$ cat config.mk
export PLATFORM = sky130hd
export DESIGN_NAME = pcs_recip_div
export DESIGN_NICKNAME = d
export VERILOG_FILES = /design/src/hw/rtl/pcs_pkg.sv /design/src/hw/rtl/pcs_recip_div.sv
export SDC_FILE = /design/constraint.sdc
export NUM_CORES = 1
export LEC_CHECK = 0
export ABC_CLOCK_PERIOD_IN_PS = 2670
export BUFFER_PORTS_ARGS = -buffer_cell sky130_fd_sc_hd__buf_2
export CAP_MARGIN = 0
export CORE_ASPECT_RATIO = 1.1
export CORE_UTILIZATION = 30
export DETAILED_ROUTE_END_ITERATION = 10
export PLACE_DENSITY_LB_ADDON = 0.15
export SYNTH_ARGS = -nofsm -noshare
export SYNTH_HDL_FRONTEND = slang
export SYNTH_SLANG_ARGS = --single-unit
$ cat constraint.sdc
create_clock -name clk -period 2.67 [get_ports clk]
set_input_delay 0.267 -clock clk [delete_from_list [all_inputs] [get_ports clk]]
set_output_delay 0.267 -clock clk [all_outputs]
set_load 0.02 [all_outputs]
$ cat src/hw/rtl/pcs_pkg.sv
// Shared types and constants for the percentile contrast stretch block.
// Used by the channel interfaces, all RTL modules and the checker.
// No dependencies.
package pcs_pkg;

	// Pixel and histogram geometry.
	localparam int PIX_W = 8;
	localparam int NUM_BINS = 256;
	localparam int BIN_W = $clog2(NUM_BINS);
	localparam logic [PIX_W-1:0] LEVEL_MAX = 8'd255;

	// Frame pixel limit; the counters are wide enough to hold the limit itself.
	localparam longint unsigned MAX_PIXELS = 64'd16777216;
	localparam int CNT_W = $clog2(MAX_PIXELS + 1);

	// Clip fraction register and the cut product.
	localparam int CLIP_W = 16;
	localparam int CUT_PROD_W = CLIP_W + CNT_W;

	// Configuration port.
	localparam int DATA_W = 32;
	localparam int PADDR_W = 3;
	localparam int ADDR_LSB = 2;
	localparam int REG_IDX_W = PADDR_W - ADDR_LSB;
	localparam logic [REG_IDX_W-1:0] REG_CLIP = 1'b0;

	// Mapping arithmetic: q = floor(N * m / 2^RECIP_SHIFT), where
	// N = 510*v + d and m = ceil(2^RECIP_SHIFT / (2*d)).
	localparam int RECIP_SHIFT = 26;
	localparam int RECIP_W = 26;
	localparam int RECIP_SPLIT = 13;
	localparam logic [RECIP_W-1:0] RECIP_ONE = 26'h200_0000;
	localparam int DIV_CNT_W = $clog2(RECIP_W);
	localparam int NUM_W = 17;
	localparam logic [NUM_W-1:0] MAP_SCALE = 17'd510;
	localparam int PP_W = NUM_W + RECIP_SPLIT;
	localparam int PROD_W = NUM_W + RECIP_W;

	// Request actions.
	typedef enum logic [1:0] {
		ACT_START  = 2'd0,
		ACT_ACCUM  = 2'd1,
		ACT_FINISH = 2'd2,
		ACT_MAP    = 2'd3
	} action_t;

	// Result kinds.
	localparam logic KIND_MAP = 1'b0;
	localparam logic KIND_BOUNDS = 1'b1;

	// Histogram write port.
	typedef struct packed {
		logic             en;
		logic [BIN_W-1:0] addr;
		logic [CNT_W-1:0] data;
	} hist_wr_t;

	// Reciprocal unit response.
	typedef struct packed {
		logic               done;
		logic [RECIP_W-1:0] quot;
	} recip_rsp_t;

endpackage

$ cat src/hw/rtl/pcs_recip_div.sv
// Reciprocal unit: m = ceil(2^25 / d) for 1 <= d <= 255, one quotient bit per cycle.
// Restoring division. Depends on pcs_pkg.
module pcs_recip_div import pcs_pkg::*; (
	input  logic             clk,
	input  logic             arst_n,
	input  logic             start,
	input  logic [PIX_W-1:0] divisor,
	output recip_rsp_t       rsp
);

	logic busy_q;
	logic done_q;
	logic [DIV_CNT_W-1:0] cnt_q;
	logic [RECIP_W-1:0] num_q;
	logic [RECIP_W-1:0] quo_q;
	logic [PIX_W-1:0] rem_q;
	logic [PIX_W-1:0] div_q;
	logic [PIX_W:0] trial;
	logic fits;

	// One restoring step: bring down the next numerator bit and try the subtract.
	assign trial = {rem_q, num_q[RECIP_W-1]};
	assign fits = trial >= {1'b0, div_q};

	// Control.
	always_ff @(posedge clk or negedge arst_n) begin
		if (!arst_n) begin
			busy_q <= 1'b0;
			done_q <= 1'b0;
			cnt_q <= '0;
		end else begin
			done_q <= 1'b0;
			if (start) begin
				busy_q <= 1'b1;
				cnt_q <= DIV_CNT_W'(RECIP_W - 1);
			end else if (busy_q) begin
				cnt_q <= cnt_q - 1'b1;
				if (cnt_q == '0) begin
					busy_q <= 1'b0;
					done_q <= 1'b1;
				end
			end
		end
	end

	// Datapath. The numerator 2^25 + d - 1 turns the floor into a ceiling.
	always_ff @(posedge clk) begin
		if (start) begin
			num_q <= RECIP_ONE + RECIP_W'(divisor) - 1'b1;
			div_q <= divisor;
			rem_q <= '0;
			quo_q <= '0;
		end else if (busy_q) begin
			num_q <= {num_q[RECIP_W-2:0], 1'b0};
			quo_q <= {quo_q[RECIP_W-2:0], fits};
			rem_q <= fits ? PIX_W'(trial - {1'b0, div_q}) : trial[PIX_W-1:0];
		end
	end

	assign rsp.done = done_q;
	assign rsp.quot = quo_q;

endmodule

---- Word-level counts from Yosys, hierarchy flattened ----
Index checks and enable logic that the tools add are counted.
storage, ports and cells
  register bits after elaboration ......... 75
  bits of input ports ..................... 11
  output and inout bits ................... 27
  logic and storage cells ................. 25
operators by class
  $add $sub $neg .......................... 4
  order comparisons ....................... 1
  muxes and demuxes ....................... 11
  reductions and logical operators ........ 2
operators with widths
  kind                   number
  $mux 26                2
  $add 26x8->26 const A  1
  $sub 26x1->26 const B  1
  $mux 5                 2
  $ge 9x8->1             1
  $mux 8                 1
  $sub 8x8->8            1
  $mux 1                 6
  $logic_not 5->1        1
  $sub 5x1->5 const B    1
  $reduce_bool 2->1      1

---- Longest topological paths before layout ----
  depth in word-level cells ............... 4
  gate-level depth with buffers ........... 8
  gate-level depth less buffers ........... 8

---- Worst setup path after synthesis ----
No wires, ideal clock.
  path kind ............................... reg-to-reg
  from .................................... reg num_q[25]
  to ...................................... reg rem_q[6]
  setup time .............................. 0.141 ns
  arrival ................................. 1.965 ns
  required time ........................... 2.529 ns
  path slack .............................. 0.563 ns
  cell stages (with the launch flop) ...... 9
  path buffers ............................ 0
  period minus slack after synthesis ...... 2.107 ns
  path through ............................ edfxtp_1 > inv_1 > ha_1 > fa_1 > or2b_1 > a211oi_1 > mux2i_1 > o32ai_1 > a311oi_1
between the ends
  cells in the longest elaborated chain, start to end .. 2
  elaborated cells between the ends (all ways) .. 3
  those cells by class .................... add/sub: 1; order compare: 1; mux: 1
ends and longest elaborated chain
  element                                           RTL line                                  source
  from (decl)                                       pcs_recip_div.sv:14                       logic [RECIP_W-1:0] num_q;
  from (signal assigned)                            pcs_recip_div.sv:49                       num_q <= RECIP_ONE + RECIP_W'(divisor) - 1'b1;
  from (signal assigned)                            pcs_recip_div.sv:54                       num_q <= {num_q[RECIP_W-2:0], 1'b0};
  $sub 8x8->8 / $ge 9x8->1 (equally long branches)  pcs_recip_div.sv:56, pcs_recip_div.sv:23
  $mux 8 (*)                                        pcs_recip_div.sv:56                       rem_q <= fits ? PIX_W'(trial - {1'b0, div_q}) : trial[PIX_W-1:0];
  to (signal assigned)                              pcs_recip_div.sv:56
  to (decl)                                         pcs_recip_div.sv:16                       logic [PIX_W-1:0] rem_q;
Mark *: on every way between the ends. The rest lies on a longest branch, timed or not.
A chain may end at the register's enable or synchronous reset.

---- Worst setup path after layout ----
Same ends and word-level chain as after synthesis.

==> summary.txt <==
Status
  • Status: finished clean

Timing
  • Slew headroom: around 51%
  • Max-slew violations: 0
  • RSZ-0062 raised after global routing: false
  • Fin Setup TNS: 0 ps
  • Final hold violation count: 0
  • Fmax: 437 MHz
  • Skew final: ~6.6 ps
  • Final period util: a little under nine tenths
  • Setup violators final: 0
  • Worst Tran Pin Value: 739 ps
  • Final min period: between 2000 and 2500 ps

Power and ir drop
  • Power, Total: just over 3 mW
  • Lkg Pwr: between 1.5 and 2 nW
  • Pwr dens: 748 mW/mm^2
  • Peak supply drop: roughly 260 uV

Floorplan
  • I/O pins: 38
  • Die W: roughly 100 um
  • Die ar.: approximately 0.012 mm^2
  • Die span in y: between 100 and 150 um
  • Initial Util: between 30 and 40%
  • Total core area: 0.0111 mm^2
  • # rows: 40

Layout
  • Layout cells sized above 1: between 10% and 20%
  • Final Cell Area: 0.00416 mm^2
  • Final core utilization: a little under two fifths
  • Multi-input logic area: about 0.0014 mm^2
  • Fillcell total: between 1000 and 1500
  • Finished Layout Cells: roughly 530
  • Synth-to-Final Area Change: 19.6%
  • FF+latch area: 0.00188 mm^2
  • Layout net count: 399
  • Antenna Diode Count: 0

Detailed routing
  • Starting DRT DRC Count: 69
  • Via count: between 2000 and 2500
  • Mean number of vias per cell: 4.69
  • DRT antenna net count: 0
  • WL final: ~7.0 mm
  • # DRC: 0
  • Detailed Routing Iterations Pass 1: 4
  • WL/cell: 13.2 um

Critical path
  • R2r worst-path depth: 8
  • CP Launch Point: num_q[25]
  • Crit path DAT: 2530 ps
  • Crit path max fanout: 3
  • Crit start category: flip-flop
  • Worst Setup End Kind: flip-flop
  • R2R Path Start: num_q[25]
  • Critical path required time: a little under 3000 ps
  • WS Path Type: flip-flop to flip-flop

Hold path
  • Hold Crit Start: divisor[1]
  • Tightest Hold Check Type: primary input to flip-flop
  • Hold depth: 1

Place
  • Placed cell area: 0.00381 mm^2
  • Detailed Place HPWL: ~4.6 mm
  • IO Port Bufs: 37
  • RD Place Congestion: roughly 0.79
  • Placed insts: just over 500

CTS
  • Clock Sinks: 75
  • TritonCTS clock tree: built
  • CTS Buffer Depth: 2
  • Clock latency on the worst-skew pair: between 300 and 400 ps
  • Root buffer cell: clkbuf_16
  • CTS H-Tree Depth: 3
  • CTS Buf Count: 9
  • Worst-path clk slew: ~60 ps

Global route
  • First-pass GRT wire length: approximately 12 mm
  • Overall routing resource usage: around 12%
  • Initial antenna violation count: 0
  • Pin count of the biggest net entering global routing: 54
  • Total grt overflow: 0
  • Vias in the first global route: between 2000 and 2500

Yosys
  • Top-area cell type share of the netlist area: 29.4%
  • Cell taking the most area after synthesis: edfxtp_1
  • Synth cell types: 46
  • Syn Nets: 362
  • Mapped Cells: roughly 340
  • Ys async rst share: a little under a tenth
  • EDFF count, synth: 34
  • Main synth FF type: edfxtp_1
  • Post-synth top cells: nor2_1 (52), inv_1 (35), dfxtp_1 (34), edfxtp_1 (34), mux2i_1 (28)
  • Ranking of synthesized cells by area: edfxtp_1 (29%), dfxtp_1 (20%), mux2i_1 (8.1%), nor2_1 (5.6%), dfrtp_1 (5.0%)
  • Most common cell in the netlist: nor2_1
  • Synthesized flop and latch total: between 70 and 80
  • Syn. warnings: 0
  • Syn avg cell area: a little over 10 um^2
  • Seq/Total Area, Yosys: a little over half
  • Synth Cell Area: 0.00348 mm^2

Run
  • Max Cap Violations: 0
-- report_power, final --
group          switching, mW  leakage [nW]  total, mW  internal (mW)
Clock                  0.502         0.168       1.35          0.847
Combinational          0.253          1.00      0.438          0.185
Sequential            0.0473         0.734       1.32           1.27
-- stage by stage --
| stage | setup WS [ps] | hold WS [ps] |
|---|---|---|
| after floorplan | 563 | -28.6 |
| after global placement | 412 | 111 |
| after detailed placement | 361 | 114 |
| after CTS | 366 | 144 |
| after global routing | 211 | 150 |
| final | 383 | 155 |
-- repair_timing --
action | CTS | global route
resized for setup | 0 | 0
setup endpoints to repair | 0 | 0
hold endpoints to repair | 7 | 0
buffers inserted | 0 | 0
hold buffers | 1 | 0
-- per-layer routing --
metal	part of all wire, %	GRT usage [%]
met2	46	19.4
met1	48	15.6
met5	0	0
met4	3.0	8.08
met3	2.9	2.72
-- cell usage in the layout, fill, tap and decap left out, drive strengths merged, types with 6 or more instances in the layout --
cell type  count
mux2i         28
xnor2          8
o21ai         23
inv           37
a21oi         11
clkbuf        11
buf           40
dfxtp         34
a311oi         6
nand3          7
dfrtp          7
nand2         14
ha            12
nor2          52
edfxtp        34
nand2b         8
-- worst paths after layout --
kind	endpoint	slack, ps
hold reg to reg	quo_q[25]	500
min in group asynchronous	cnt_q[0]	290
setup reg to reg	rem_q[6]	380
hold / removal	div_q[1]	160
max in group asynchronous	busy_q	2210
setup / recovery	rem_q[6]	380
-- cell families (layout without fill, tap and decap cells) --
kind of cell    after synthesis  after routing  synth area share, %
fa+ha+maj                    13             13                 4.89
xor+xnor                     11             11                 2.77
mux                          28             28                 8.06
simple gates                101            101                 13.5
buf+inv                      50             92                 5.54
flops                        75             75                 54.0
compound gates               60             60                 11.2
-- worst max-delay path, cell delays in order (launching register included) --
cell	delay [ps]
edfxtp_1	320
inv_1	50
ha_1	220
fa_1	420
or2b_1	260
a211oi_1	350
mux2i_1	240
o32ai_1	100
a311oi_1	250
-- flip-flops by register name, indices dropped and copies added, names as in the netlist --
name,cells
busy_q,1
cnt_q,5
div_q,8
done_q,1
num_q,26
quo_q,26
rem_q,8
-- cell type report --
class                      instances  share of cell area [%]
clock buffer                      11                    6.62
sequential                        75                    45.2
timing repair buffer              41                    5.24
tap                              147                    4.42
multi-input combinational        213                    33.9
inverter                          35                    3.16
clock inverter                     5                    1.53
Power figures use the tool's default switching activity.
